`config.mk`:
```
export PLATFORM = sky130hd
export DESIGN_NAME = dag_path_counter_flat
export DESIGN_NICKNAME = d
export VERILOG_FILES = /design/src/rtl/dpc_pkg.sv /design/src/rtl/dpc_in_if.sv /design/src/rtl/dpc_out_if.sv /design/src/rtl/dag_path_counter.sv /design/src/rtl/dpc_ram.sv /design/src/rtl/dpc_ctrl.sv /design/src/flat_wrapper.sv
export SDC_FILE = /design/constraint.sdc
export NUM_CORES = 2
export LEC_CHECK = 0
export BUFFER_PORTS_ARGS = -buffer_cell sky130_fd_sc_hd__buf_2
export CORE_MARGIN = 5
export CORE_UTILIZATION = 62
export DETAILED_ROUTE_END_ITERATION = 7
export GPL_TIMING_DRIVEN = 0
export PLACE_DENSITY = 0.84
export SYNTH_ARGS = -nofsm -noshare
export SYNTH_HDL_FRONTEND = slang
export SYNTH_HIERARCHICAL = 1
export SYNTH_SLANG_ARGS = --single-unit
```
`constraint.sdc`:
```
create_clock -name clk_i -period 9.9 [get_ports clk_i]
set_clock_uncertainty 0.15 [all_clocks]
set_input_delay 1.98 -clock clk_i [delete_from_list [all_inputs] [get_ports clk_i]]
set_output_delay 1.98 -clock clk_i [all_outputs]
set_load 0.1 [all_outputs]
```
`src/rtl/dpc_pkg.sv`:
```
// ----------------------------------------------------------------------------
// dpc_pkg
// Shared types and constants for the DAG path counter.
// ----------------------------------------------------------------------------
package dpc_pkg;

  localparam int unsigned CNT_W = 64;  // path count width
  localparam int unsigned NC_W  = 7;   // node_count register width
  localparam int unsigned IDX_W = 6;   // row_index width
  localparam int unsigned ROW_W = 64;  // row_bits width

  localparam logic [NC_W-1:0] NODE_COUNT_RST = 7'd16;
  localparam logic [NC_W-1:0] MIN_NODES      = 7'd2;

  localparam logic OP_LOAD    = 1'b0;
  localparam logic OP_COMPUTE = 1'b1;

  typedef enum logic [2:0] {
    ST_IDLE,
    ST_INIT,
    ST_ROW,
    ST_ROWW,
    ST_RD,
    ST_ACC,
    ST_WR,
    ST_DONE
  } dpc_state_e;

endpackage

```
`src/rtl/dpc_in_if.sv`:
```
// ----------------------------------------------------------------------------
// dpc_in_if
// Input channel: one load or compute beat per handshake.
// ----------------------------------------------------------------------------
interface dpc_in_if;
  logic                        valid;
  logic                        ready;
  logic                        operation;
  logic [dpc_pkg::IDX_W-1:0]   row_index;
  logic [dpc_pkg::ROW_W-1:0]   row_bits;

  modport source (output valid, output operation, output row_index, output row_bits,
                  input ready);
  modport sink   (input valid, input operation, input row_index, input row_bits,
                  output ready);
endinterface

```
`src/rtl/dpc_out_if.sv`:
```
// ----------------------------------------------------------------------------
// dpc_out_if
// Result channel: one path count beat per compute.
// ----------------------------------------------------------------------------
interface dpc_out_if;
  logic                        valid;
  logic                        ready;
  logic [dpc_pkg::CNT_W-1:0]   path_count;
  logic                        overflow;

  modport source (output valid, output path_count, output overflow, input ready);
  modport sink   (input valid, input path_count, input overflow, output ready);
endinterface

```
`src/rtl/dag_path_counter.sv`:
```
// Load beats are accepted back to back while the block is idle. A compute
// beat holds the input channel off until its result is loaded for output;
// one item is worked at a time. The single read port of the count memory
// sets the pace: each predecessor passes a read state, then an accumulate state.
// Reset clears the sequencer and the per-row valid flags, so the adjacency
// store reads as empty at once with no clearing pass; node_count resets to 16.
// ----------------------------------------------------------------------------
// dag_path_counter
// Counts paths from node zero to the last node of a DAG held in memory.
// ----------------------------------------------------------------------------
module dag_path_counter #(
  parameter int unsigned MAX_NODES = 16
) (
  input  logic                     clk_i,
  input  logic                     rst_ni,
  input  logic                     cfg_we_i,
  input  logic [dpc_pkg::NC_W-1:0] cfg_wdata_i,
  dpc_in_if.sink                   in_i,
  dpc_out_if.source                out_o
);

  localparam int unsigned AW = $clog2(MAX_NODES);

  logic                     adj_we;
  logic [AW-1:0]            adj_waddr, adj_raddr;
  logic [MAX_NODES-1:0]     adj_wdata, adj_rdata;
  logic                     cnt_we;
  logic [AW-1:0]            cnt_waddr, cnt_raddr;
  logic [dpc_pkg::CNT_W:0]  cnt_wdata, cnt_rdata;

  dpc_ctrl #(
    .MAX_NODES (MAX_NODES)
  ) u_ctrl (
    .clk_i       (clk_i),
    .rst_ni      (rst_ni),
    .cfg_we_i    (cfg_we_i),
    .cfg_wdata_i (cfg_wdata_i),
    .in_i        (in_i),
    .out_o       (out_o),
    .adj_we_o    (adj_we),
    .adj_waddr_o (adj_waddr),
    .adj_wdata_o (adj_wdata),
    .adj_raddr_o (adj_raddr),
    .adj_rdata_i (adj_rdata),
    .cnt_we_o    (cnt_we),
    .cnt_waddr_o (cnt_waddr),
    .cnt_wdata_o (cnt_wdata),
    .cnt_raddr_o (cnt_raddr),
    .cnt_rdata_i (cnt_rdata)
  );

  dpc_ram #(
    .WIDTH (MAX_NODES),
    .DEPTH (MAX_NODES)
  ) u_adj_ram (
    .clk_i   (clk_i),
    .we_i    (adj_we),
    .waddr_i (adj_waddr),
    .wdata_i (adj_wdata),
    .raddr_i (adj_raddr),
    .rdata_o (adj_rdata)
  );

  dpc_ram #(
    .WIDTH (dpc_pkg::CNT_W + 1),
    .DEPTH (MAX_NODES)
  ) u_cnt_ram (
    .clk_i   (clk_i),
    .we_i    (cnt_we),
    .waddr_i (cnt_waddr),
    .wdata_i (cnt_wdata),
    .raddr_i (cnt_raddr),
    .rdata_o (cnt_rdata)
  );

endmodule

```
`src/rtl/dpc_ram.sv`:
```
// ----------------------------------------------------------------------------
// dpc_ram
// Generic single-write, single-read RAM with registered read data.
// ----------------------------------------------------------------------------
module dpc_ram #(
  parameter int unsigned WIDTH = 64,
  parameter int unsigned DEPTH = 16,
  localparam int unsigned AW   = $clog2(DEPTH)
) (
  input  logic             clk_i,
  input  logic             we_i,
  input  logic [AW-1:0]    waddr_i,
  input  logic [WIDTH-1:0] wdata_i,
  input  logic [AW-1:0]    raddr_i,
  output logic [WIDTH-1:0] rdata_o
);

  logic [WIDTH-1:0] mem_q [DEPTH];
  logic [WIDTH-1:0] rdata_q;

  always_ff @(posedge clk_i) begin
    if (we_i) begin
      mem_q[waddr_i] <= wdata_i;
    end
    rdata_q <= mem_q[raddr_i];
  end

  assign rdata_o = rdata_q;

endmodule

```
`src/rtl/dpc_ctrl.sv`:
```
// ----------------------------------------------------------------------------
// dpc_ctrl
// Sequencer: loads adjacency rows, walks nodes and predecessors through the
// two memories and accumulates saturating path counts.
// ----------------------------------------------------------------------------
module dpc_ctrl #(
  parameter int unsigned MAX_NODES = 16,
  localparam int unsigned AW       = $clog2(MAX_NODES)
) (
  input  logic                         clk_i,
  input  logic                         rst_ni,
  input  logic                         cfg_we_i,
  input  logic [dpc_pkg::NC_W-1:0]     cfg_wdata_i,
  dpc_in_if.sink                       in_i,
  dpc_out_if.source                    out_o,
  // adjacency memory
  output logic                         adj_we_o,
  output logic [AW-1:0]                adj_waddr_o,
  output logic [MAX_NODES-1:0]         adj_wdata_o,
  output logic [AW-1:0]                adj_raddr_o,
  input  logic [MAX_NODES-1:0]         adj_rdata_i,
  // count memory, top bit is the saturation flag
  output logic                         cnt_we_o,
  output logic [AW-1:0]                cnt_waddr_o,
  output logic [dpc_pkg::CNT_W:0]      cnt_wdata_o,
  output logic [AW-1:0]                cnt_raddr_o,
  input  logic [dpc_pkg::CNT_W:0]      cnt_rdata_i
);

  localparam int unsigned CW = dpc_pkg::CNT_W;

  dpc_pkg::dpc_state_e state_q, state_d;

  logic [dpc_pkg::NC_W-1:0] node_count_q, n_eff;
  logic [AW-1:0]            last;
  logic [AW-1:0]            v_q, v_d, i_q, i_d;
  logic [MAX_NODES-1:0]     row_q, row_d;
  logic [CW-1:0]            acc_q, acc_d;
  logic                     sat_q, sat_d;
  logic [MAX_NODES-1:0]     adj_vld_q;
  logic                     vld_rd_q;
  logic                     out_valid_q, out_valid_d;
  logic [CW-1:0]            out_cnt_q;
  logic                     out_ovf_q;
  logic                     out_load;

  logic                     in_beat, load_beat, load_in_range;
  logic [CW:0]              add_sum;
  logic [dpc_pkg::ROW_W-1:0] row_mask;

  // effective node count clamped to the legal range
  always_comb begin
    n_eff = node_count_q;
    if (n_eff > dpc_pkg::NC_W'(MAX_NODES)) begin
      n_eff = dpc_pkg::NC_W'(MAX_NODES);
    end
    if (n_eff < dpc_pkg::MIN_NODES) begin
      n_eff = dpc_pkg::MIN_NODES;
    end
  end
  assign last = AW'(n_eff - dpc_pkg::NC_W'(1));

  assign in_beat       = in_i.valid && in_i.ready;
  assign load_beat     = in_beat && (in_i.operation == dpc_pkg::OP_LOAD);
  assign load_in_range = {1'b0, in_i.row_index} < dpc_pkg::NC_W'(MAX_NODES);
  assign row_mask      = (dpc_pkg::ROW_W'(1) << in_i.row_index) - dpc_pkg::ROW_W'(1);

  assign add_sum  = {1'b0, acc_q} + {1'b0, cnt_rdata_i[CW-1:0]};
  assign out_load = (state_q == dpc_pkg::ST_DONE) && (!out_valid_q || out_o.ready);

  // next state
  always_comb begin
    state_d = state_q;
    case (state_q)
      dpc_pkg::ST_IDLE: begin
        if (in_beat && (in_i.operation == dpc_pkg::OP_COMPUTE)) begin
          state_d = dpc_pkg::ST_INIT;
        end
      end
      dpc_pkg::ST_INIT: state_d = dpc_pkg::ST_ROW;
      dpc_pkg::ST_ROW:  state_d = dpc_pkg::ST_ROWW;
      dpc_pkg::ST_ROWW: state_d = dpc_pkg::ST_RD;
      dpc_pkg::ST_RD:   state_d = dpc_pkg::ST_ACC;
      dpc_pkg::ST_ACC: begin
        state_d = (i_q == v_q - AW'(1)) ? dpc_pkg::ST_WR : dpc_pkg::ST_RD;
      end
      dpc_pkg::ST_WR: begin
        state_d = (v_q == last) ? dpc_pkg::ST_DONE : dpc_pkg::ST_ROW;
      end
      dpc_pkg::ST_DONE: begin
        if (out_load) begin
          state_d = dpc_pkg::ST_IDLE;
        end
      end
      default: state_d = dpc_pkg::ST_IDLE;
    endcase
  end

  // datapath and memory control
  always_comb begin
    v_d         = v_q;
    i_d         = i_q;
    row_d       = row_q;
    acc_d       = acc_q;
    sat_d       = sat_q;
    adj_we_o    = 1'b0;
    adj_waddr_o = in_i.row_index[AW-1:0];
    adj_wdata_o = in_i.row_bits[MAX_NODES-1:0] & row_mask[MAX_NODES-1:0];
    adj_raddr_o = v_q;
    cnt_we_o    = 1'b0;
    cnt_waddr_o = v_q;
    cnt_wdata_o = {sat_q, acc_q};
    cnt_raddr_o = i_q;
    case (state_q)
      dpc_pkg::ST_IDLE: begin
        adj_we_o = load_beat && load_in_range;
      end
      dpc_pkg::ST_INIT: begin
        // node zero has exactly one path to itself
        cnt_we_o    = 1'b1;
        cnt_waddr_o = '0;
        cnt_wdata_o = {1'b0, CW'(1)};
        v_d         = AW'(1);
      end
      dpc_pkg::ST_ROWW: begin
        row_d = vld_rd_q ? adj_rdata_i : '0;
        acc_d = '0;
        sat_d = 1'b0;
        i_d   = '0;
      end
      dpc_pkg::ST_ACC: begin
        if (row_q[i_q]) begin
          sat_d = sat_q | cnt_rdata_i[CW] | add_sum[CW];
          acc_d = add_sum[CW] ? '1 : add_sum[CW-1:0];
        end
        i_d = i_q + AW'(1);
      end
      dpc_pkg::ST_WR: begin
        cnt_we_o = 1'b1;
        if (v_q != last) begin
          v_d = v_q + AW'(1);
        end
      end
      default: ;
    endcase
  end

  always_comb begin
    out_valid_d = out_valid_q && !out_o.ready;
    if (out_load) begin
      out_valid_d = 1'b1;
    end
  end

  always_ff @(posedge clk_i or negedge rst_ni) begin
    if (!rst_ni) begin
      state_q      <= dpc_pkg::ST_IDLE;
      node_count_q <= dpc_pkg::NODE_COUNT_RST;
      adj_vld_q    <= '0;
      out_valid_q  <= 1'b0;
    end else begin
      state_q     <= state_d;
      out_valid_q <= out_valid_d;
      if (cfg_we_i) begin
        node_count_q <= cfg_wdata_i;
      end
      if (adj_we_o) begin
        adj_vld_q[adj_waddr_o] <= 1'b1;
      end
    end
  end

  always_ff @(posedge clk_i) begin
    v_q      <= v_d;
    i_q      <= i_d;
    row_q    <= row_d;
    acc_q    <= acc_d;
    sat_q    <= sat_d;
    vld_rd_q <= adj_vld_q[adj_raddr_o];
    if (out_load) begin
      out_cnt_q <= acc_q;
      out_ovf_q <= sat_q;
    end
  end

  assign in_i.ready       = (state_q == dpc_pkg::ST_IDLE);
  assign out_o.valid      = out_valid_q;
  assign out_o.path_count = out_cnt_q;
  assign out_o.overflow   = out_ovf_q;

`ifndef NO_ASSERTIONS
  // only predecessors below the current node are visited
  a_pred_below: assert property (@(posedge clk_i) disable iff (!rst_ni)
    (state_q == dpc_pkg::ST_ACC) |-> (i_q < v_q))
    else $error("predecessor index not below node");

  // node counter never runs past the target
  a_node_bound: assert property (@(posedge clk_i) disable iff (!rst_ni)
    (state_q == dpc_pkg::ST_WR) |-> (v_q <= last && v_q != '0))
    else $error("node index out of range");

  // a result beat only appears after the walk has finished
  a_result_src: assert property (@(posedge clk_i) disable iff (!rst_ni)
    $rose(out_valid_q) |-> $past(state_q == dpc_pkg::ST_DONE))
    else $error("result raised outside done state");

  // count memory written only by init or write-back
  a_cnt_write: assert property (@(posedge clk_i) disable iff (!rst_ni)
    cnt_we_o |-> (state_q == dpc_pkg::ST_INIT || state_q == dpc_pkg::ST_WR))
    else $error("unexpected count memory write");
`endif

endmodule

```
`src/flat_wrapper.sv`:
```
// flat-port wrapper written by rule: the top's interface ports become plain ports
module dag_path_counter_flat 
#(
  parameter int unsigned MAX_NODES = 16
)
  (clk_i, rst_ni, cfg_we_i, cfg_wdata_i, in_i_valid, in_i_operation, in_i_row_index, in_i_row_bits, in_i_ready, out_o_valid, out_o_path_count, out_o_overflow, out_o_ready);
  dpc_in_if in_i_i ();
  dpc_out_if out_o_i ();
  input  logic clk_i;
  input  logic rst_ni;
  input  logic cfg_we_i;
  input  logic [dpc_pkg::NC_W-1:0] cfg_wdata_i;
  input wire logic [$bits(in_i_i.valid)-1:0] in_i_valid;
  input wire logic [$bits(in_i_i.operation)-1:0] in_i_operation;
  input wire logic [$bits(in_i_i.row_index)-1:0] in_i_row_index;
  input wire logic [$bits(in_i_i.row_bits)-1:0] in_i_row_bits;
  output wire logic [$bits(in_i_i.ready)-1:0] in_i_ready;
  output wire logic [$bits(out_o_i.valid)-1:0] out_o_valid;
  output wire logic [$bits(out_o_i.path_count)-1:0] out_o_path_count;
  output wire logic [$bits(out_o_i.overflow)-1:0] out_o_overflow;
  input wire logic [$bits(out_o_i.ready)-1:0] out_o_ready;
  assign in_i_i.valid = in_i_valid;
  assign in_i_i.operation = in_i_operation;
  assign in_i_i.row_index = in_i_row_index;
  assign in_i_i.row_bits = in_i_row_bits;
  assign in_i_ready = in_i_i.ready;
  assign out_o_valid = out_o_i.valid;
  assign out_o_path_count = out_o_i.path_count;
  assign out_o_overflow = out_o_i.overflow;
  assign out_o_i.ready = out_o_ready;
  dag_path_counter #(.MAX_NODES(MAX_NODES)) u_core (.clk_i(clk_i), .rst_ni(rst_ni), .cfg_we_i(cfg_we_i), .cfg_wdata_i(cfg_wdata_i), .in_i(in_i_i), .out_o(out_o_i));
endmodule
```
==> flow_summary_export.csv <==
group,metric,value,unit
global_routing,grt_max_degree,40,
yosys,synth_edf_count,1450,
yosys,synthTopCellsByArea,"edfxtp_1, mux4_2, dfxtp_1",
sta,finalSetupViolCount,0,
drt,firstDrtPassIters,8,
pwr,ir_drop,0.0002076,V
yosys,async_flop_share,1.732,%
sta,period_share,60.93,%
drt,route.vias.total,34960,
pwr,p_total,20.34,mW
yosys,synth.top_cells.by_count,"edfxtp_1, mux4_2, a22oi_1, nand2_1, a21oi_1",
yosys,seq_area_frac_synth,74.34,%
critical_path,worstSetupPathType,"flop to flop",
yosys,synth_most_common_cell,"edfxtp_1",
cts,ctsResizeCount,0,
sta,maxSlewHeadroom,16.64,%
flow_run,cap_violations,0,
yosys,yosysTopAreaCell,"edfxtp_1",
finish,num-fill-cells,5337,
finish,final_util,71.55,%
yosys,ys_types,73,
sta,hold_viol,0,
floorplan,fp.dieW,325.4,um
finish,area_delta_synth_final,14.32,%
floorplan,chipHeight,325.4,um
drt,wl_per_cell,32.53,um
yosys,ys_seq_elements,1559,
cts,path_clk_slew,0.06,ns
finish,finalNonFillerCells,4959,
critical_path,cp.required,10.20,ns
drt,drtAntennaViolNets,0,
place,port_buffers,97,
yosys,yosysTopAreaCellShare,70.58,%
cts,clk-insertion-delay-late,0.77,ns
floorplan,start_util,62.59,%
place,dp_cells,4678,
yosys,synth_cells,3202,
drt,drt-total-wl,161300,um
pwr,power_density,288.5,nW/um2
finish,final_nets,3697,
floorplan,boundaryPins,150,
cts,cts_root_buf,"clkbuf_16",
yosys,synth_ff_type,"edfxtp_1",
global_routing,grt_pass1_vias,35370,
finish,drive_gt1_share,23.79,%
place,place.gp.congestion,0.8916,
global_routing,grt_pass1_wl,235700,um
global_routing,antenna_found_initial,5,
sta,rsz0062_at_grt,"false",
cts,clock_path_buffers,3,
yosys,yosys_warnings,6,
floorplan,die_area,105900,um2
global_routing,gr-total-overflow,0,
drt,via_per_inst,7.050,
outcome,status,"completed",
sta,finalMaxSlewViolations,0,
drt,drt_iter0_drc,5380,
yosys,syn_nets,3355,
place,hpwl,96530,um
critical_path,arrival,6.33,ns
pwr,leakagePower,23.58,nW
critical_path,end_kind,"flop",
cts,tritoncts,"done",
global_routing,grt_usage,30.42,%
floorplan,core,98560,um2
sta,worst_pin_slew,1.248,ns
critical_path,path_max_fanout,10,
cts,cts_buffers,150,
hold_path,hold_path_class,"flop to flop",
cts,cts_setup_buffers,0,
sta,min_period,6.032,ns
critical_path,crit_path_start_kind,"flop",
yosys,syn_area,61690,um2
cts,cts-htree-levels,4,
cts,holdBufCountCts,0,
drt,drc_errors,0,
sta,fmax,165.8,MHz
yosys,synth_area_per_cell,19.27,um2
floorplan,fp-row-count,115,
cts,clock-sinks,1559,
[state kept, by name, indices dropped and copies added (netlist names), 16 cells and up]
signal,flops
u_core/u_cnt_ram/mem_q,1040
u_core/u_adj_ram/mem_q,256
u_core/u_cnt_ram/rdata_o,65
u_core/u_ctrl/acc_q,64
u_core/u_ctrl/out_o.path_count,64
u_core/u_adj_ram/rdata_o,16
u_core/u_ctrl/adj_vld_q,16
u_core/u_ctrl/row_q,16
[worst max-delay path: stages, from the launching register on]
cell and delay, ns:
dfrtp_1 0.36, clkbuf_1 0.24, nor2b_1 0.17, clkbuf_1 0.42, nor2b_1 0.19, clkbuf_1 0.92
clkbuf_1 0.60, nand2b_1 0.26, or3b_1 0.57, nor3_2 0.80, buf_6 0.29, buf_6 0.21
buf_6 0.20, buf_8 0.17, buf_6 0.15
[metal layers]
metal	routed length [um]	global-route usage [%]	part of all wire [%]
met1	54370	40.19	34
met2	77770	49.02	48
met3	20950	7.922	13
met4	8184	12.87	5.1
met5	28	0	0.017
[worst paths after layout]
path,start,endpoint,slack (ns),depth (start not counted)
min in group asynchronous,rst_ni,u_core/u_ctrl/adj_vld_q[12],1.07,1
max in group asynchronous,rst_ni,u_core/u_ctrl/adj_vld_q[3],8.14,1
worst max-delay path,u_core/u_ctrl/state_q[1],u_core/u_cnt_ram/mem_q[0][41],3.87,14
worst max register to register,u_core/u_ctrl/state_q[1],u_core/u_cnt_ram/mem_q[0][41],3.87,14
worst min-delay path,u_core/u_ctrl/adj_vld_q[6],u_core/u_ctrl/adj_vld_q[6],0.32,1
worst min register to register,u_core/u_ctrl/adj_vld_q[6],u_core/u_ctrl/adj_vld_q[6],0.32,1
[layout make-up]
class | instances | area, um2 | area share, %
inverters | 26 | 97.59 | 0.1384
well taps | 1287 | 1610 | 2.283
clock buffers | 200 | 4195 | 5.949
repair buffers | 190 | 1997 | 2.832
clock inverters | 77 | 837.1 | 1.187
plain buffers | 169 | 914.6 | 1.297
flip-flops and latches | 1559 | 45860 | 65.03
multi-input cells | 1448 | 15000 | 21.27
diodes | 3 | 7.507 | 0.01065
[logic make-up after synthesis]
group	synth area share, %
flip-flops	74.34
AO/OA/AOI/OAI	5.371
AND/OR/NAND/NOR	3.734
multiplexers	12.43
buffers and inverters	1.641
XOR/XNOR	1.051
adder cells (fa/ha/maj)	1.432
[power by group]
group / switching [mW] / internal [mW]
logic: 3.80 / 1.96
clock network: 2.45 / 3.38
registers: 0.330 / 8.42
[layout by cell type (no fill, tap or decap), types with 14 or more instances in the layout]
master	count
edfxtp_1	1450
mux4_2	324
a22oi_1	162
clkbuf_16	153
nand2_1	153
a21oi_1	151
buf_2	129
clkbuf_1	116
nor2b_1	82
dfxtp_1	82
ha_1	69
buf_6	56
nor2_1	55
xnor2_1	39
xor2_1	35
a21o_1	35
o21ai_0	32
o21bai_1	32
buf_12	28
inv_1	26
dfrtp_1	26
buf_4	25
and2_1	24
nand3_1	23
clkinv_1	21
clkbuf_8	19
clkinv_2	19
a31oi_1	19
nand2b_1	17
bufinv_16	15
nand4_1	14
[stage by stage]
step / setup TNS [ns] / hold WS [ns] / instance area (um2) / setup WS, ns
detailed placement: 0 / 0.3084 / 65460 / 4.276
global placement: -928.13 / 0.3037 / 63780 / -3.684
finish: 0 / 0.3178 / 70520 / 3.868
floorplan: 0 / 0.2877 / 61690 / 2.686
global route: 0 / 0.3322 / 70520 / 3.891
CTS: 0 / 0.3218 / 70500 / 4.132
Note: power is estimated with default switching activity, not from simulation.
